<file path="config.mk">
export PLATFORM = sky130hd
export DESIGN_NAME = bmd_ram
export DESIGN_NICKNAME = d
export VERILOG_FILES = /design/src/hw/rtl/bmd_ram.sv
export SDC_FILE = /design/constraint.sdc
export NUM_CORES = 1
export LEC_CHECK = 0
export BUFFER_PORTS_ARGS = -buffer_cell sky130_fd_sc_hd__clkbuf_2
export CORE_UTILIZATION = 54
export DETAILED_ROUTE_END_ITERATION = 16
export PLACE_DENSITY_LB_ADDON = 0.2
export SLEW_MARGIN = 20
export SYNTH_ARGS = -nofsm -noshare
export SYNTH_HDL_FRONTEND = slang
export SYNTH_SLANG_ARGS = --single-unit
</file>
<file path="constraint.sdc">
create_clock -name clk -period 1.6 [get_ports clk]
set_input_delay 0.08 -clock clk [delete_from_list [all_inputs] [get_ports clk]]
set_output_delay 0.08 -clock clk [all_outputs]
set_load 0.02 [all_outputs]
</file>
<file path="src/hw/rtl/bmd_ram.sv">
// Generic single-clock RAM, one write port and one registered read port.
// No dependencies.
module bmd_ram #(
  parameter int WIDTH = 8,
  parameter int DEPTH = 16
) (
  input  logic                     clk,
  input  logic                     we,
  input  logic [$clog2(DEPTH)-1:0] waddr,
  input  logic [WIDTH-1:0]         wdata,
  input  logic                     re,
  input  logic [$clog2(DEPTH)-1:0] raddr,
  output logic [WIDTH-1:0]         rdata
);

  logic [WIDTH-1:0] mem [DEPTH];

  always_ff @(posedge clk) begin
    if (we) begin
      mem[waddr] <= wdata;
    end
    if (re) begin
      rdata <= mem[raddr];
    end
  end

endmodule

</file>
=== Yosys cells after proc, flatten, opt, wreduce, memory -nomap -nowiden ===
Memories as Yosys holds them, arrays and structs flattened. A register that Yosys moved wholly into a read port is not among the register bits.
Index checks and enable logic that the tools add are counted.
Widths: inputs -> output; s select.

* Muxes and demuxes: 2

{| class="wikitable"
|+ Operator list
! operator !! count
|-
| $mux 1 || 2
|}

* Bits in registers: 0
* RAM bits: 128
* Output and inout port bits: 8
* Logic and storage cells: 3
* Memories kept: 1

{| class="wikitable"
|+ Memory list
! name !! words !! width !! read ports !! clocked after Yosys merged registers in !! wr ports !! line !! source
|-
| mem || 16 || 8 || 1 || 1 || 1 || 16 || <nowiki>logic [WIDTH-1:0] mem [DEPTH];</nowiki>
|}

=== Depth between registers and ports, before layout ===
* Word-level depth: 2
* Depth in mapped cells: 5
* Gate-level depth less buffers: 3

=== Least setup slack after synthesis ===
OpenSTA, ideal clock, no wires.

* Path kind: input to register
* Start point: in waddr[2]
* End point: mem mem[0][0] (enable)
* Arrival time: 1.190 ns
* Data required time: 1.217 ns
* Path slack: 0.027 ns
* Cell stages on the path: 2
* Buffers on the path: 0
* Cells stage by stage: or3b_2 > nor3_1

{| class="wikitable"
|+ RTL lines
! item !! line !! source
|-
| from (decl) || 9 || <nowiki>input logic [$clog2(DEPTH)-1:0] waddr,</nowiki>
|-
| to (decl) || 16 ||
|}

Straight into the memory's write port.

==> summary.txt <==
outcome: finished clean
Setup Crit Path Kind: reg -> reg
flop-to-flop setup slack: 140 ps
worst skew pair latency: 520 ps
part of the cycle the worst path needs: 91.4%
GP Congestion: 0.749
count leader, synth: edfxtp_1
Crit path arrival time: 1720 ps
Netlist cell types: 18
Tot GR Track Use: 22.0%
TritonRoute pass-1 iters: 5
Root Buffer: clkbuf_8
Crit. End Element: flip-flop
hold path start: wdata[5]
final instance area: 6270 um2
Detail Route Antenna Nets: 0
synth warn: 0
Die Ht: 100 um
asr flop ratio synth: 0%
Comb pwr share: 5.1%
share of cells above drive strength 1: 33.0%
CP required: 1860 ps
maximum vdd drop: 739 uV
via count: 2528
worst-path cell chain: mux4_1, a22oi_1, nand2_1
antenna violations before repair: 0
CTS tree: yes
htree depth: 4
grt peak-use layer: met2
peak fanout along the critical path: 1
Hold Path Depth: 1
Diodes inserted: 0
Die Wd: 100 um
max-cap check violation count: 0
NumNets Final: 315
number of flops mapped to enable cells by yosys: 136
main area contributors after synthesis: edfxtp_1, mux4_2, mux4_1, a22oi_1, nor2_1
Power Density: 1270 nW/um2
leakage power: 2.15 nW
row cnt: 35
unrepaired setup endpoints after global routing: false
Placed Cells: 401
Max Freq: 684 MHz
setup violators final: 0
clock share of power: 44.3%
DP Area: 5670 um2
Psw: 1.72 mW
Worst-Margin Slew: 397 ps
Worst Reg-to-Reg Cells: 3
number of global-route vias before repair: 2665
Net Sw Frac: 21.5%
hpwl dp: 6320 um
Cells after Synth: 229
setup bufs post-CTS: 0
Synth area leader: edfxtp_1
area delta synth->final: 19.9%
Worst R2R Start: mem[9][4]$_DFFE_PP_
global-route wire length before repair: 15300 um
largest net degree at the start of global routing: 18
clk buf depth: 2
#FFs+latches synth: 136
met2 usage: 33.4%
clock skew: 6.63 ps
post-synthesis sequential area ratio: 78.1%
clk sinks: 136
Buf/Inv on CP: 0
max incr delay on CP: 520 ps
Final Hold Fails: 0
I/O pins: 27
total clock buffers created by CTS: 17
crit-path leading delay family: multiplexers
DRC viols: 0
1st-iter DRT viols: 168
die area: 10100 um2
clock transition at the registers of the reported paths: 60 ps
worst r2r dst: rdata[4]$_DFFE_PP_
Sequential Power Share: 50.6%
Max-slew headroom: 73.5%
crit path launch type: flip-flop
slowest cell on the critical path: mux4_1
average size of a mapped cell: 22.8 um2
WL final: 9840 um
gr ovfl total: 0
crit path time final: 1460 ps
Most used DFF post-synth: edfxtp_1
share of Yosys cell area claimed by the top area cell type: 78.1%
min-delay worst type: in -> reg
met1 Resource Use GR: 31.0%
commonest cells in the synthesized netlist: edfxtp_1, mux4_2, a22oi_1
Pint: 6.26 mW
mapped cell area: 5230 um2
Core ar.: 9330 um2
# port buffers: 26
M3 GR Usage: 5.43%
Final Max Slew Viols: 0
non-filler cells, final: 438
drt via density: 5.77
Hold Path Sink: mem[7][5]$_DFFE_PP_
Starting Density: 56.0%
syn_nets: 248
WL per Instance: 22.5 um
==> how the worst max path moves through the flow <==
stage	depth (start not counted)	from	endpoint	slack [ps]
floorplan	2	waddr[2]	mem[0][0]$_DFFE_PP_	30
global placement	5	raddr[0]	rdata[4]$_DFFE_PP_	-10
detailed placement	5	raddr[0]	rdata[2]$_DFFE_PP_	-30
CTS	3	mem[10][1]$_DFFE_PP_	rdata[1]$_DFFE_PP_	90
global route	3	mem[10][1]$_DFFE_PP_	rdata[1]$_DFFE_PP_	60
finish	3	mem[9][4]$_DFFE_PP_	rdata[4]$_DFFE_PP_	140
==> through the flow <==
step | setup TNS [ps] | hold slack [ps] | setup slack [ps] | power (mW) | util, %
6_report | 0 | 4.23 | 137 | 7.98 | 67.2
4_1_cts | 0 | 4.44 | 91.7 | 8.02 | 67.2
5_1_grt | 0 | 15.6 | 64.3 | 8.20 | 67.2
3_5_place_dp | -80.5 | 517 | -30.6 | 4.51 | 60.8
3_3_place_gp | -14.6 | 485 | -14.6 | 4.50 | 60.8
2_1_floorplan | 0 | 179 | 27.1 | 4.33 | -
==> final cells by class <==
| cell class | count | area [um2] |
|---|---|---|
| timing repair buffer | 58 | 420 |
| clock buffer | 18 | 418 |
| clock inverter | 14 | 126 |
| tap | 129 | 161 |
| multi-input combinational | 83 | 1060 |
| sequential | 136 | 4080 |
| fill | 600 | 3060 |
==> kinds of logic after synthesis <==
group	Yosys count	synth area share (%)
flops	136	78.1
buf+inv	10	1.65
compound gates	16	2.30
mux	32	14.8
simple gates	35	3.14
==> what timing repair did <==
| item | in CTS | in global routing |
|---|---|---|
| endpoints found under the hold margin | 58 | 0 |
| hold buffers | 5 | 0 |
| gates resized for setup | 0 | 0 |
==> layer usage <==
| layer | vias up | routed length [um] |
|---|---|---|
| li1 | 1118 | - |
| met1 | 1300 | 4480 |
| met2 | 95 | 4710 |
| met3 | 15 | 499 |
| met4 | 0 | 154 |
| met5 | - | 0 |
==> placed cells by master, fill, tap and decap left out <==
master	netlist	routed
nand3b_1	2	2
nor2b_1	1	1
and2_1	1	1
nand2b_1	2	2
or3b_2	1	1
dlygate4sd3_1	0	5
clkbuf_8	0	1
clkinvlp_4	0	4
nand3_1	1	1
inv_6	0	3
clkbuf_2	0	26
and2b_1	1	1
clkinv_2	0	2
nor2_1	13	13
edfxtp_1	136	136
clkinv_1	0	1
a22oi_1	16	16
bufinv_16	0	1
buf_12	0	3
nor3_1	4	4
buf_4	1	24
clkinv_4	0	3
nand2_1	9	9
clkbuf_16	0	16
mux4_1	14	14
mux4_2	18	18
clkbuf_1	0	1
==> state kept, by name (all words and copies together) (netlist names) <==
register / flops
mem: 128
rdata: 8
==> power by group through the flow <==
stage	registers, mW	clock network, mW	logic [mW]
final	4.04	3.53	0.408
after global routing	4.04	3.72	0.437
after CTS	4.04	3.57	0.412
after detailed placement	4.11	0	0.400
after global placement	4.11	0	0.389
after floorplan	4.13	0	0.203
Note: power is estimated with default switching activity, not from simulation.
