**src/hw/rtl/bmd_pkg.sv**
```systemverilog
// Shared constants, codes and helper functions of the braille matrix display.
// The Latin-1 to cell translation and the LED row mapping live here.
// No dependencies.
package bmd_pkg;

  localparam int LINE_DEPTH_DEF = 256;
  localparam int CELLS_PER_LINE = 10;
  localparam int CELL_W         = 6;
  localparam int WORD_W         = CELLS_PER_LINE * CELL_W;
  localparam int COL_W          = 4;
  localparam int ROW_W          = 3;

  // func selector codes
  localparam logic [1:0] FUNC_WRITE = 2'd0;
  localparam logic [1:0] FUNC_NAV   = 2'd1;
  localparam logic [1:0] FUNC_TICK  = 2'd2;

  // navigate commands
  localparam logic [1:0] NAV_NEXT  = 2'd0;
  localparam logic [1:0] NAV_PREV  = 2'd1;
  localparam logic [1:0] NAV_FIRST = 2'd2;

  localparam logic [CELL_W-1:0] UNLISTED_CELL = 6'd62;

  typedef struct packed {
    logic we;
    logic re;
  } bmd_mem_ctl_t;

  // Six-dot cell for a Latin-1 code, bit d-1 holds dot d.
  function automatic logic [CELL_W-1:0] cell_of(input logic [7:0] code);
    logic [CELL_W-1:0] c;
    case (code)
      8'd32:                  c = 6'd0;
      8'd33, 8'd43:           c = 6'd22;
      8'd34, 8'd168:          c = 6'd38;
      8'd36, 8'd37:           c = 6'd56;
      8'd38, 8'd47:           c = 6'd32;
      8'd40:                  c = 6'd35;
      8'd41:                  c = 6'd28;
      8'd42:                  c = 6'd20;
      8'd44:                  c = 6'd2;
      8'd45:                  c = 6'd36;
      8'd46:                  c = 6'd4;
      8'd48, 8'd106:          c = 6'd26;
      8'd49, 8'd97, 8'd170:   c = 6'd1;
      8'd50, 8'd98:           c = 6'd3;
      8'd51, 8'd99:           c = 6'd9;
      8'd52, 8'd100:          c = 6'd25;
      8'd53, 8'd101:          c = 6'd17;
      8'd54, 8'd102:          c = 6'd11;
      8'd55, 8'd103:          c = 6'd27;
      8'd56, 8'd104:          c = 6'd19;
      8'd57, 8'd105:          c = 6'd10;
      8'd58:                  c = 6'd18;
      8'd59:                  c = 6'd6;
      8'd60, 8'd64:           c = 6'd16;
      8'd61:                  c = 6'd54;
      8'd62:                  c = 6'd40;
      8'd63, 8'd161, 8'd191:  c = 6'd34;
      8'd107:                 c = 6'd5;
      8'd108:                 c = 6'd7;
      8'd109:                 c = 6'd13;
      8'd110:                 c = 6'd29;
      8'd111, 8'd186:         c = 6'd21;
      8'd112:                 c = 6'd15;
      8'd113:                 c = 6'd31;
      8'd114:                 c = 6'd23;
      8'd115:                 c = 6'd14;
      8'd116:                 c = 6'd30;
      8'd117:                 c = 6'd37;
      8'd118:                 c = 6'd39;
      8'd119:                 c = 6'd58;
      8'd120:                 c = 6'd45;
      8'd121, 8'd241:         c = 6'd59;
      8'd122:                 c = 6'd53;
      8'd176:                 c = 6'd52;
      8'd225:                 c = 6'd55;
      8'd233:                 c = 6'd63;
      8'd237:                 c = 6'd12;
      8'd243:                 c = 6'd44;
      8'd250:                 c = 6'd62;
      default:                c = UNLISTED_CELL;
    endcase
    return c;
  endfunction

  // Column dots of one matrix row taken from a stored line word.
  function automatic logic [7:0] row_columns(input logic [WORD_W-1:0] word,
                                             input logic [ROW_W-1:0] row);
    logic [7:0] d;
    d = 8'd0;
    case (row)
      3'd6: d = {2'b00, word[59], word[58], word[57], word[53], word[52], word[51]};
      3'd7: d = {2'b00, word[56], word[55], word[54], word[50], word[49], word[48]};
      default: begin
        for (int j = 0; j < 8; j++) begin
          // rows 0..2 start at bit r, rows 3..5 at bit r+21, step of three
          d[j] = word[((row < 3'd3) ? 6'(row) : 6'(row) + 6'd21) + 6'(3 * j)];
        end
      end
    endcase
    return d;
  endfunction

endpackage

```
**src/hw/rtl/bmd_ctrl.sv**
```systemverilog
// Sequencer of the braille matrix display: cursor and view registers,
// read-modify-write of line words, row scan and the result register.
// Depends on bmd_pkg.
module bmd_ctrl
  import bmd_pkg::*;
#(
  parameter int LINE_DEPTH = LINE_DEPTH_DEF
) (
  input  logic                          clk,
  input  logic                          rst_n,
  input  logic                          req_valid,
  output logic                          req_ready,
  input  logic [1:0]                    req_func,
  input  logic [7:0]                    req_char,
  input  logic [1:0]                    req_nav,
  output logic                          res_valid,
  input  logic                          res_ready,
  output logic [7:0]                    res_row_select,
  output logic [7:0]                    res_column_data,
  output logic [ROW_W-1:0]              res_row_index,
  output bmd_mem_ctl_t                  mem_ctl,
  output logic [$clog2(LINE_DEPTH)-1:0] mem_waddr,
  output logic [WORD_W-1:0]             mem_wdata,
  output logic [$clog2(LINE_DEPTH)-1:0] mem_raddr,
  input  logic [WORD_W-1:0]             mem_rdata
);

  localparam int AW = $clog2(LINE_DEPTH);
  localparam int LW = $clog2(LINE_DEPTH + 1);

  localparam logic [1:0] ST_IDLE = 2'd0;
  localparam logic [1:0] ST_WB   = 2'd1;
  localparam logic [1:0] ST_TICK = 2'd2;

  logic [1:0]        state_r, state_nxt;
  logic [LW-1:0]     write_line_r, write_line_nxt;
  logic [COL_W-1:0]  write_column_r, write_column_nxt;
  logic [AW-1:0]     view_line_r, view_line_nxt;
  logic [ROW_W-1:0]  scan_row_r, scan_row_nxt;
  logic [CELL_W-1:0] cell_r, cell_nxt;
  logic              out_valid_r, out_valid_nxt;
  logic [7:0]        out_sel_r, out_sel_nxt;
  logic [7:0]        out_col_r, out_col_nxt;
  logic [ROW_W-1:0]  out_row_r, out_row_nxt;

  logic              accept;
  logic              store_full;
  logic [5:0]        shamt;
  logic [WORD_W-1:0] cell_mask;
  logic [WORD_W-1:0] cell_word;

  assign store_full = (write_line_r == LW'(LINE_DEPTH));
  // one request in flight; result register must be free when a tick lands
  assign req_ready  = (state_r == ST_IDLE) && (!out_valid_r || res_ready);
  assign accept     = req_valid && req_ready;

  assign shamt     = 6'(write_column_r) * 6'(CELL_W);
  assign cell_mask = {{(WORD_W-CELL_W){1'b0}}, {CELL_W{1'b1}}} << shamt;
  assign cell_word = {{(WORD_W-CELL_W){1'b0}}, cell_r} << shamt;

  assign mem_ctl.re = accept;
  assign mem_ctl.we = (state_r == ST_WB);
  assign mem_raddr  = (req_func == FUNC_WRITE) ? write_line_r[AW-1:0] : view_line_r;
  assign mem_waddr  = write_line_r[AW-1:0];
  assign mem_wdata  = (mem_rdata & ~cell_mask) | cell_word;

  always_comb begin
    state_nxt        = state_r;
    write_line_nxt   = write_line_r;
    write_column_nxt = write_column_r;
    view_line_nxt    = view_line_r;
    scan_row_nxt     = scan_row_r;
    cell_nxt         = cell_r;
    out_valid_nxt    = out_valid_r && !res_ready;
    out_sel_nxt      = out_sel_r;
    out_col_nxt      = out_col_r;
    out_row_nxt      = out_row_r;

    case (state_r)
      ST_IDLE: begin
        if (accept) begin
          case (req_func)
            FUNC_WRITE: begin
              if (!store_full) begin
                cell_nxt  = cell_of(req_char);
                state_nxt = ST_WB;
              end
            end
            FUNC_NAV: begin
              case (req_nav)
                NAV_NEXT: begin
                  if ((LW + 1)'(view_line_r) + (LW + 1)'(1) < (LW + 1)'(write_line_r)) begin
                    view_line_nxt = view_line_r + AW'(1);
                  end
                end
                NAV_PREV: begin
                  if (view_line_r != '0) begin
                    view_line_nxt = view_line_r - AW'(1);
                  end
                end
                NAV_FIRST: view_line_nxt = '0;
                default: ;
              endcase
            end
            FUNC_TICK: state_nxt = ST_TICK;
            default: ;
          endcase
        end
      end
      ST_WB: begin
        // merged word goes back this cycle
        if (write_column_r == COL_W'(CELLS_PER_LINE - 1)) begin
          write_column_nxt = '0;
          write_line_nxt   = write_line_r + LW'(1);
        end else begin
          write_column_nxt = write_column_r + COL_W'(1);
        end
        state_nxt = ST_IDLE;
      end
      ST_TICK: begin
        out_valid_nxt = 1'b1;
        out_sel_nxt   = ~(8'd1 << scan_row_r);
        out_col_nxt   = row_columns(mem_rdata, scan_row_r);
        out_row_nxt   = scan_row_r;
        scan_row_nxt  = scan_row_r + ROW_W'(1);
        state_nxt     = ST_IDLE;
      end
      default: state_nxt = ST_IDLE;
    endcase
  end

  always_ff @(posedge clk) begin
    if (!rst_n) begin
      state_r        <= ST_IDLE;
      write_line_r   <= '0;
      write_column_r <= '0;
      view_line_r    <= '0;
      scan_row_r     <= '0;
      out_valid_r    <= 1'b0;
    end else begin
      state_r        <= state_nxt;
      write_line_r   <= write_line_nxt;
      write_column_r <= write_column_nxt;
      view_line_r    <= view_line_nxt;
      scan_row_r     <= scan_row_nxt;
      out_valid_r    <= out_valid_nxt;
    end
  end

  always_ff @(posedge clk) begin
    cell_r    <= cell_nxt;
    out_sel_r <= out_sel_nxt;
    out_col_r <= out_col_nxt;
    out_row_r <= out_row_nxt;
  end

  assign res_valid       = out_valid_r;
  assign res_row_select  = out_sel_r;
  assign res_column_data = out_col_r;
  assign res_row_index   = out_row_r;

endmodule

```
**config.mk**
```make
export PLATFORM = sky130hd
export DESIGN_NAME = bmd_ctrl
export DESIGN_NICKNAME = d
export VERILOG_FILES = /design/src/hw/rtl/bmd_pkg.sv /design/src/hw/rtl/bmd_ctrl.sv
export SDC_FILE = /design/constraint.sdc
export NUM_CORES = 1
export LEC_CHECK = 0
export ABC_AREA = 1
export ABC_CLOCK_PERIOD_IN_PS = 4100
export BUFFER_PORTS_ARGS = -buffer_cell sky130_fd_sc_hd__buf_2
export CORE_ASPECT_RATIO = 2
export CORE_MARGIN = 1
export CORE_UTILIZATION = 56
export DETAILED_ROUTE_END_ITERATION = 12
export GPL_TIMING_DRIVEN = 1
export PLACE_DENSITY = 0.83
export SETUP_SLACK_MARGIN = 0.4
export SLEW_MARGIN = 20
export SYNTH_ARGS = -nofsm -noshare
export SYNTH_HDL_FRONTEND = slang
export SYNTH_SLANG_ARGS = --single-unit
```
**constraint.sdc**
```tcl
create_clock -name clk -period 4.1 [get_ports clk]
set_input_delay 0.41 -clock clk [delete_from_list [all_inputs] [get_ports clk]]
set_output_delay 0.41 -clock clk [all_outputs]
set_load 0.01 [all_outputs]
```
==> Word-level counts from Yosys, hierarchy flattened <==
Memory sizes are Yosys's and may differ from the RTL's. A register that Yosys moved wholly into a read port is not among the register bits.
Cells that the tools add are included.
{ "word_totals": {"regBits": 46, "wordCells": 99, "n_memories": 1, "romBits": 1536, "input_bits": 76} }
{ "classes": {"mul": 1, "n_lt_le_gt_ge": 10, "n_bitwise": 5, "eq_ne": 13, "muxes": 26, "n_reduce_logical": 17, "n_shift": 3, "add_sub_neg": 14} }
{ "mem_list": {"columns": ["name", "depth", "width", "read_ports", "rd_ports_with_merged_regs", "write_ports", "line_no", "text"], "rows": [
  ["(no name shown)", 256, 6, 1, 1, 0, "bmd_pkg.sv:33", "case (code)"]
]} }
{ "ops": {"columns": ["op", "count"], "rows": [
  ["$and 60x60->60", 1],
  ["$not 60->60", 1],
  ["$or 60x60->60", 1],
  ["$shl 6x6->60", 1],
  ["$shl 6x6->60 const A", 1],
  ["$lt 6x7->1 const B", 8],
  ["$bmux 1 s6", 8],
  ["$mux 8", 3],
  ["$pmux 8 s3", 1],
  ["$add 6x4->6 const B", 3],
  ["$pmux 8 s2", 1],
  ["$add 6x5->6 const B", 2],
  ["$add 8x1->9 const B", 1],
  ["$add 9x1->9 const B", 1],
  ["$eq 9x9->1 const B", 1],
  ["$lt 9x9->1", 1],
  ["$mux 1", 9],
  ["$add 8x1->8 const B", 1],
  ["$not 8->8", 1],
  ["$reduce_bool 8->1", 1],
  ["$shl 1x3->8 const A", 1],
  ["$sub 8x1->8 const B", 1],
  ["$add 3x5->6 const B", 1],
  ["$add 6x2->6 const B", 1],
  ["25 further kinds", 38]
]} }

==> Longest topological paths before layout <==
Gate-level depths: netlist (run 1).
{ "logic_depth": {"word_depth": 6, "mapped_depth": 19, "mapped_depth_nobuf": 17} }

==> Worst setup path after synthesis (run 1) <==
Ideal clock, no wire load.
{ "synth_path": {"path_kind": "register -> register", "startpoint": "register scan_row_r[0]", "endpoint": "register out_col_r[1] (netlist: res_column_data[1]), data pin", "synth_period_minus_slack_ns": 2.994, "t_required_ns": 3.848, "setup_time_ns": 0.252, "stages_incl_launch_ff": 19, "n_path_buf": 4, "arrival_time_ns": 2.742, "path_slack_ns": 1.106, "cell_sequence": "dfxtp_1 -> buf_4 -> inv_1 -> ha_1 -> o21ai_2 -> inv_1 -> buf_2 -> ha_1 -> buf_2 -> clkinv_1 -> clkbuf_1 -> nand3_1 -> nand2_1 -> a21oi_1 -> nand2_1 -> nand3_1 -> nand2_1 -> nand2_1 -> nand2_1"} }
{ "synth_via": {"elab_chain_len": 6} }
{ "synth_lines": {"columns": ["element", "line_no", "text"], "rows": [
  ["from (decl)", "bmd_ctrl.sv:39", "logic [ROW_W-1:0] scan_row_r, scan_row_nxt;"],
  ["from (signal assigned)", "bmd_ctrl.sv:145", "scan_row_r <= scan_row_nxt;"],
  ["$add 3x5->6 / $lt 3x2->1 (equally long branches)", "bmd_pkg.sv:99", "d[j] = word[((row < 3'd3) ? 6'(row) : 6'(row) + 6'd21) + 6'(3 * j)];"],
  ["$mux 6", "bmd_pkg.sv:99", null],
  ["$add 6x2->6", "bmd_pkg.sv:99", null],
  ["$bmux 1 s6", "bmd_pkg.sv:99", null],
  ["$mux 1", "bmd_pkg.sv:99", null],
  ["$pmux 8 s2 *", "bmd_pkg.sv:93", "case (row)"],
  ["to (signal assigned)", "bmd_ctrl.sv:153", "out_col_r <= out_col_nxt;"],
  ["to (decl)", "bmd_ctrl.sv:43", "logic [7:0] out_col_r, out_col_nxt;"]
]} }
Every way passes the cells marked *; elsewhere a longest branch is shown, timed or not. The select of a mux whose other input is x is not followed.
A chain may end at the register's enable or synchronous reset.

==> Final worst setup path (run 1) <==
{ "layout_path": {"startpoint": "register write_column_r[0]", "endpoint": "output mem_wdata[19]"} }
{ "layout_via": {"elab_chain_len": 5} }
{ "layout_lines": {"columns": ["element", "line_no", "text"], "rows": [
  ["from (decl)", "bmd_ctrl.sv:37", "logic [COL_W-1:0] write_column_r, write_column_nxt;"],
  ["from (signal assigned)", "bmd_ctrl.sv:143", "write_column_r <= write_column_nxt;"],
  ["$mul 4x2->5 *", "bmd_ctrl.sv:57", "assign shamt = 6'(write_column_r) * 6'(CELL_W);"],
  ["$shl 6x6->60", "bmd_ctrl.sv:58", "assign cell_mask = {{(WORD_W-CELL_W){1'b0}}, {CELL_W{1'b1}}} << shamt;"],
  ["$not 60->60", "bmd_ctrl.sv:65", "assign mem_wdata = (mem_rdata & ~cell_mask) | cell_word;"],
  ["$and 60x60->60", "bmd_ctrl.sv:65", null],
  ["$or 60x60->60 *", "bmd_ctrl.sv:65", null],
  ["to (decl)", "bmd_ctrl.sv:23", "output logic [WORD_W-1:0] mem_wdata,"]
]} }
Every way passes the cells marked *; elsewhere a longest branch is shown, timed or not.

==> key figures, run 1 <==
Outcome
  • Status: finished clean

Synth
  • Yosys cell types: 55
  • Number of synthesized flops with an enable pin: 25
  • Yosys top cell area share: between 10% and 20%
  • Syn. warnings: 0
  • Mapped Area: 7390 sq um
  • Per-instance average area after synthesis: 5.742 sq um
  • Most area-hungry cell type in the Yosys netlist: nand2_1
  • Seq/Total Area, Yosys: 17.47%
  • Synth Register Bits: 52
  • Syn Inst Count: 1287
  • Synth async-reset ratio: 0%
  • Largest cells by area after synthesis: nand2_1 17%, nand3_1 16%, edfxtp_1 10%
  • Syn Nets: 1409
  • Main synth FF type: dfxtp_1

Die
  • Die width: 83.23 um
  • Initial cell density of the core: 57.20%
  • Row cnt: 59
  • # IOs: 175
  • Core box area: 12920 sq um
  • Die area: 13690 sq um
  • DIE HEIGHT: ~160 um

Clock tree
  • Root buffer cell: clkbuf_16
  • CTS buffer count: 5
  • Skew-Pair Late Insertion Delay: 310 ps
  • CTS clock-pin slew for the worst setup and hold paths: 80 ps
  • CTS Hold Buffers Added: 0
  • Num Clock Sinks: 52
  • CTS tree: yes
  • H-tree levels: 2
  • Clock Path Buffers: 2

Placement
  • Area post-placement: around 8300 sq um
  • Gpl congestion: between 1 and 1.5
  • Dpl hpwl: 26.16 mm
  • Port Buffers: about 170
  • Placed insts: between 1500 and 2000

Routing
  • Vias/cell: 6.392
  • ANT nets after route: 0
  • # DRC: 0
  • WL final: 33.83 mm
  • Initial DRC Count: approximately 1100
  • DR vias: 10100
  • Drt pass-1 iters: 8
  • Mean routed wirelength per cell: 21.41 um

Critical path
  • Setup Crit Path Kind: reg -> out
  • Worst Path Arrival: just over 3000 ps
  • CP max FO: 18
  • Data required, critical path: 3690 ps
  • CP Launch Type: register
  • Crit. End Element: output port

STA
  • Setup TNS: 0 ps
  • Final setup vio count: 0
  • Max Slew Vio Count: 0
  • Clock Skew: 11.15 ps
  • Fin. Hold Viols: 0
  • Min Clock Period, post-route: 3497 ps
  • Hold WS: 392.7 ps
  • Period utilisation layout: 85.30%
  • Max frequency: 0.2859 GHz
  • Worst Max-Slew Pin Slew: 950.0 ps
  • RSZ-0062 raised after global routing: no
  • Relative slew margins: 36.43%

Power
  • P_leak: 4.331 nW
  • VDD IR max: 314.4 uV
  • PwrDens: 255.0 nW/um^2
  • Total power: 2.155 mW

Min path
  • Hold crit path type: in -> reg

Run
  • Maxcap violations: 0

Final layout
  • Fillcell total: approximately 1300
  • Commonest cells after routing, fill and taps aside: 325 x nand2_1, 231 x nand3_1, 174 x buf_2
  • Layout Nets: 1548
  • Finished Cell Area: about 8500 sq um
  • Share of cells above drive strength 1: ~16%
  • Finished Layout Cells: 1580
  • Commonest non-fill, non-tap cell in the layout: nand2_1
  • Syn-to-layout area delta: 14.36%

Global route
  • Vias in the first global route: about 9500
  • Grt total ovfl: 0
  • Gr usage total: 48.95%
  • Initial antenna violation count: 1
  • Largest net degree at the start of global routing: 62
  • First-pass GRT wire length: 50.86 mm
-- final cells by class --
type	instances	area, sq um	area share, %
Multi-Input combinational cell	995	5120	60.59
Timing Repair Buffer	194	1021	12.08
Clock buffer	5	125.1	1.481
Antenna cell	1	2.502	0.02961
Sequential cell	52	1292	15.29
Clock inverter	3	25.02	0.2961
Inverter	178	674.4	7.980
Tap cell	152	190.2	2.251
-- synth_stat cells (5+ instances only) --
master      n
nand4_1     5
nor3_1     15
a22o_1      8
ha_1       44
dfxtp_1    27
clkbuf_1   24
nand3_1   231
a21oi_1    52
buf_2      19
o211ai_1   12
nor2_1    109
buf_4      17
o21ai_0    79
nor4_1      5
a31oi_1     6
nand2_1   325
xor2_1      6
edfxtp_1   25
inv_1     167
o22ai_1    44
inv_2       6
-- stage by stage --
step	utilization [%]	setup WS (ps)
floorplan	-	1106
global placement	64.06	781.6
detailed placement	64.06	693.4
CTS	65.23	525.7
global route	65.41	509.9
finish	65.41	602.7
-- logic make-up after synthesis --
kind of cell | count (synthesis) | share of synthesized area, %
fa+ha+maj | 46 | 7.992
simple gates | 712 | 41.77
buf+inv | 240 | 13.41
flops | 52 | 17.47
xor+xnor | 8 | 0.9482
compound gates | 229 | 18.41
-- layer usage --
metal  global-route usage (%)  share of wire, %
met5                   0.7576                 0
met1                    43.91                29
met3                    15.24                11
met2                    82.56                47
met4                    53.76                14
-- repair_timing --
| item | CTS | global route |
|---|---|---|
| endpoints found under the hold margin | 0 | 0 |
| gates cloned | 0 | 0 |
| setup endpoints to repair | 6 | 19 |
| setup buffers | 0 | 1 |
| resized for setup | 1 | 2 |
-- worst max-delay path, stage by stage (launching register included) --
cell and delay [ps]:
dfxtp_2 470, ha_1 230, inv_1 70, fa_1 370, or2_2 330, nand2_4 210, clkinvlp_4 120, buf_4 200
nand2_1 180, o22ai_1 180, a22o_1 300, buf_2 130
-- where the power goes --
group          switching (mW)  total [mW]  leakage (nW)  internal [mW]
combinational           0.775        1.12          3.81          0.345
sequential             0.0160       0.589         0.447          0.573
clock                   0.214       0.446        0.0708          0.231
total                    1.01        2.15          4.33           1.15
-- sequential cells by signal, summed over array words and instances, names as in the netlist, 2 cells and up --
name	cells
view_line_r	8
res_row_index	3
cell_r	6
write_line_r	9
write_column_r	4
scan_row_r	3
res_column_data	8
state_r	2
res_row_select	8
-- path summary, 6_finish.rpt --
kind | slack [ps] | startpoint | endpoint | cells past startpoint
setup / recovery | 600 | write_column_r[0]$_SDFFE_PN0P_ | mem_wdata[19] | 11
hold / removal | 390 | req_func[1] | state_r[1]$_SDFFE_PN0P_ | 3
setup reg to reg | 730 | scan_row_r[1]$_SDFFE_PN0P_ | res_column_data[1]$_DFFE_PP_ | 16
hold reg to reg | 470 | write_line_r[8]$_SDFFE_PN0P_ | write_line_r[8]$_SDFFE_PN0P_ | 1
Note: power is estimated with default switching activity, not from simulation.
==> run 2, diff against run 1 <==
--- a/config.mk
+++ b/config.mk
@@ -12,7 +12,8 @@
 export CORE_MARGIN = 1
 export CORE_UTILIZATION = 56
 export DETAILED_ROUTE_END_ITERATION = 12
-export GPL_TIMING_DRIVEN = 1
+export GPL_TIMING_DRIVEN = 0
+export MAX_ROUTING_LAYER = met4
 export PLACE_DENSITY = 0.83
 export SETUP_SLACK_MARGIN = 0.4
 export SLEW_MARGIN = 20
==> run 2 against run 1 <==
Compared with the run above: the run now fails in 5_1_grt; area after synthesis unchanged; synthesized cell count unchanged.
==> key figures, run 2 <==
Outcome
  • Status: aborted with a tool error
  • Failed at: 5_1_grt
  • Log Error: [ERROR GRT-0116] Global routing finished with congestion. Check the congestion regions in the DRC Viewer.

Synth
  • Number of synthesized flops with an enable pin: 25
  • Most area-hungry cell type in the Yosys netlist: nand2_1
  • Mapped Area: 7390 sq um
  • Syn. warnings: 0
  • Per-instance average area after synthesis: roughly 5.7 sq um
  • Cell with the most instances after synthesis: nand2_1
  • Yosys top cell area share: 16.51%
  • Post-synth top cells: 325 x nand2_1, 231 x nand3_1, 167 x inv_1, 109 x nor2_1, 79 x o21ai_0
  • Synth async-reset ratio: 0%
  • Syn Nets: 1409
  • Largest cells by area after synthesis: nand2_1 17%, nand3_1 16%, edfxtp_1 10%
  • Synth Register Bits: 52
  • Syn Inst Count: roughly 1300
  • Yosys cell types: 55
  • Seq/Total Area, Yosys: 17.47%
  • Main synth FF type: dfxtp_1

Die
  • Row cnt: 59
  • Initial cell density of the core: 57.20%
  • # IOs: around 180
  • DIE HEIGHT: 164.5 um
  • Die width: 83.23 um

Placement
  • Port Buffers: 173
  • Dpl hpwl: 28.61 mm
  • DP Worst Slack: -91.70 ps
  • Gpl congestion: 1.299

Global route
  • Gr usage total: 57.14%
  • Largest net degree at the start of global routing: 20
  • Vias in the first global route: 10550
  • First-pass GRT wire length: 57.17 mm
  • Grt total ovfl: 2

Clock tree
  • Root buffer cell: clkbuf_16
  • CTS buffer count: 5
  • CTS Hold Buffers Added: 0
  • Clock Path Buffers: 2
  • Num Clock Sinks: 52
  • H-tree levels: 2
==> run 2: kinds of logic after synthesis <==
group / Yosys count / share of synthesized area (%)
flops: 52 / 17.47
buf+inv: 240 / 13.41
fa+ha+maj: 46 / 7.992
compound gates: 229 / 18.41
xor+xnor: 8 / 0.9482
simple gates: 712 / 41.77
==> run 2: per-layer routing <==
layer	GRT usage (%)	GRT overflow
met5	-	-
met4	63.79	0
met3	23.89	0
met2	87.63	2
met1	49.75	0
==> run 2: timing repair <==
action / 4_1_cts
resized for setup: 10
setup buffers: 0
setup endpoints to repair: 4
==> run 2: through the flow <==
step	setup TNS (ps)	area (sq um)	instances
after CTS	0	8638	1621
after global placement	-54.16	8446	1612
after floorplan	0	7390	1287
after detailed placement	-98.31	8459	1613
==> run 3, diff against run 2 <==
--- a/config.mk
+++ b/config.mk
@@ -8,14 +8,11 @@
 export ABC_AREA = 1
 export ABC_CLOCK_PERIOD_IN_PS = 4100
 export BUFFER_PORTS_ARGS = -buffer_cell sky130_fd_sc_hd__buf_2
-export CORE_ASPECT_RATIO = 2
 export CORE_MARGIN = 1
-export CORE_UTILIZATION = 56
+export CORE_UTILIZATION = 40
 export DETAILED_ROUTE_END_ITERATION = 12
 export GPL_TIMING_DRIVEN = 0
-export MAX_ROUTING_LAYER = met4
-export PLACE_DENSITY = 0.83
-export SETUP_SLACK_MARGIN = 0.4
+export PLACE_DENSITY_LB_ADDON = 0.15
 export SLEW_MARGIN = 20
 export SYNTH_ARGS = -nofsm -noshare
 export SYNTH_HDL_FRONTEND = slang
==> run 3 against run 2 <==
Compared with the run above: the run now ends clean.
==> key figures, run 3 (same netlist as run 1, synthesis figures left out) <==
Global route
  • Initial antenna violation count: 0
  • Largest net degree at the start of global routing: 19
  • Vias in the first global route: 8860
  • Grt total ovfl: 0
  • Gr usage total: about 36%
  • First-pass GRT wire length: 51.05 mm

Critical path
  • Data required, critical path: ~4200 ps
  • Worst Path Arrival: 4060 ps
  • Setup Crit Path Kind: reg -> reg
  • R2r setup slk: 100 ps
  • Cell depth of the worst setup path: 18
  • Reg-to-reg startpoint: scan_row_r[0]$_SDFFE_PN0P_
  • Crit. End Element: register
  • Crit path buffers/inverters: 7
  • Worst Setup EP: res_column_data[5]$_DFFE_PP_
  • Family with the most delay on the worst path: buffers and inverters
  • Crit-path most repeated cell: nand2_1
  • Crit path cell chain: buf_4 > inv_1 > ha_1 > o21ai_4 > inv_1 > buf_2 > ha_1 > buf_2 > clkinvlp_4 > buf_4 > nand3_1 > nand2_1 > nand2_1 > nand2_1 > o21ai_1 > a21oi_1 > nand2_1 > nand2_1
  • Reg2Reg Depth: 18
  • Worst setup startpoint: scan_row_r[0]$_SDFFE_PN0P_
  • Crit path max-delay cell type: o21ai_1
  • CP max FO: 10
  • Reg2reg end: res_column_data[5]$_DFFE_PP_
  • Worst path max stage delay: 490 ps
  • CP Launch Type: register

Power
  • VDD IR max: 204.9 uV
  • PwrDens: 248.8 nW/um^2
  • P_leak: 4.452 nW

Clock tree
  • CTS clock-pin slew for the worst setup and hold paths: 70 ps
  • Num Clock Sinks: 52
  • Clock Path Buffers: 2
  • CTS buffer count: 5
  • CTS tree: yes
  • Root buffer cell: clkbuf_16
  • CTS Hold Buffers Added: 0
  • Skew-Pair Late Insertion Delay: 300 ps
  • H-tree levels: 2

Final layout
  • Commonest cells after routing, fill and taps aside: 325 x nand2_1, 231 x nand3_1, 193 x buf_2
  • Max reg flops: 9
  • Largest Register: write_line_r
  • Syn-to-layout area delta: 18.24%
  • Finished Core Util: roughly half
  • Commonest non-fill, non-tap cell in the layout: nand2_1
  • Layout Nets: 1591
  • Share of cells above drive strength 1: 17.14%
  • # diodes: 0

Die
  • Row cnt: 49
  • Die area: 19020 sq um
  • Die width: 137.9 um
  • Core box area: between 15000 and 20000 sq um
  • Initial cell density of the core: 41.00%
  • # IOs: ~180
  • DIE HEIGHT: roughly 140 um

STA
  • Min Clock Period, post-route: 3998 ps
  • Worst Max-Slew Pin Slew: 751.5 ps
  • RSZ-0062 raised after global routing: no
  • Relative slew margins: 49.71%
  • Clock Skew: 8.226 ps
  • Max frequency: 0.2501 GHz
  • Fin. Hold Viols: 0
  • Period utilisation layout: between 90% and 100%
  • Max Slew Vio Count: 0
  • Final setup vio count: 0
  • Setup TNS: 0 ps
  • Hold WS: 428.3 ps

Routing
  • WL final: 34.54 mm
  • Mean routed wirelength per cell: 20.33 um
  • ANT nets after route: 0
  • # DRC: 0
  • Initial DRC Count: 907
  • Vias/cell: 5.750
  • DR vias: 9769
  • Drt pass-1 iters: 7

Placement
  • Gpl congestion: about 1.1
  • Port Buffers: 173
  • Dpl hpwl: 27.87 mm

Min path
  • Hold crit path type: in -> reg

Run
  • Maxcap violations: 0

Outcome
  • Status: finished clean
-- run 3: worst register-to-register path, cell delays in order (launching register included) --
cell	delay, ps
dfxtp_1	390
buf_4	210
inv_1	110
ha_1	370
o21ai_4	280
inv_1	140
buf_2	230
ha_1	300
buf_2	240
clkinvlp_4	220
buf_4	190
nand3_1	120
nand2_1	80
nand2_1	60
nand2_1	50
o21ai_1	500
a21oi_1	130
nand2_1	90
nand2_1	50
-- run 3: per-stage QoR --
stage	setup WS, ps	area [sq um]	power, mW	instances
after floorplan	1106	7390	1.281	1287
after global placement	15.10	8542	1.678	1689
after detailed placement	19.27	8559	1.675	1690
after CTS	17.38	8712	2.117	1698
after global routing	24.48	8737	2.298	1699
final	102.1	8737	2.174	1699
-- run 3: final cells by class --
type / instances / area, sq um
Fill cell: 2075 / 9288
Multi-Input combinational cell: 995 / 5117
Sequential cell: 52 / 1292
Timing Repair Buffer: 175 / 888.4
Inverter: 178 / 674.4
Buffer: 62 / 325.3
Tap cell: 229 / 286.5
Clock buffer: 5 / 125.1
Clock inverter: 3 / 27.53
-- run 3: power by group --
group          internal [mW]  leakage (nW)  switching, mW
Clock                  0.232        0.0719          0.213
Combinational          0.355          3.93          0.787
Sequential             0.573         0.447         0.0137
Total                   1.16          4.45           1.01
-- run 3: how the worst min path moves through the flow --
stage                                      start                        endpoint  cells past startpoint  slack (ps)
floorplan           write_line_r[8]$_SDFFE_PN0P_    write_line_r[8]$_SDFFE_PN0P_                      1         420
global placement    write_line_r[8]$_SDFFE_PN0P_    write_line_r[8]$_SDFFE_PN0P_                      1         440
detailed placement  write_line_r[8]$_SDFFE_PN0P_    write_line_r[8]$_SDFFE_PN0P_                      1         450
CTS                                  req_func[1]         state_r[1]$_SDFFE_PN0P_                      3         420
global route                         req_func[1]         state_r[1]$_SDFFE_PN0P_                      3         430
finish                                     rst_n  write_column_r[2]$_SDFFE_PN0P_                      3         430
-- run 3: timing repair --
| action | in CTS | in global routing |
|---|---|---|
| endpoints found under the setup margin | 0 | 4 |
| buffers inserted | 0 | 1 |
| gates resized for setup | 0 | 12 |
-- run 3: per-layer routing --
layer,track usage (%),vias up,routed length [um]
li1,-,4666,-
met1,46.40,4445,13870
met2,57.53,549,15330
met3,7.200,109,3282
met4,19.99,0,2060
met5,0,-,0
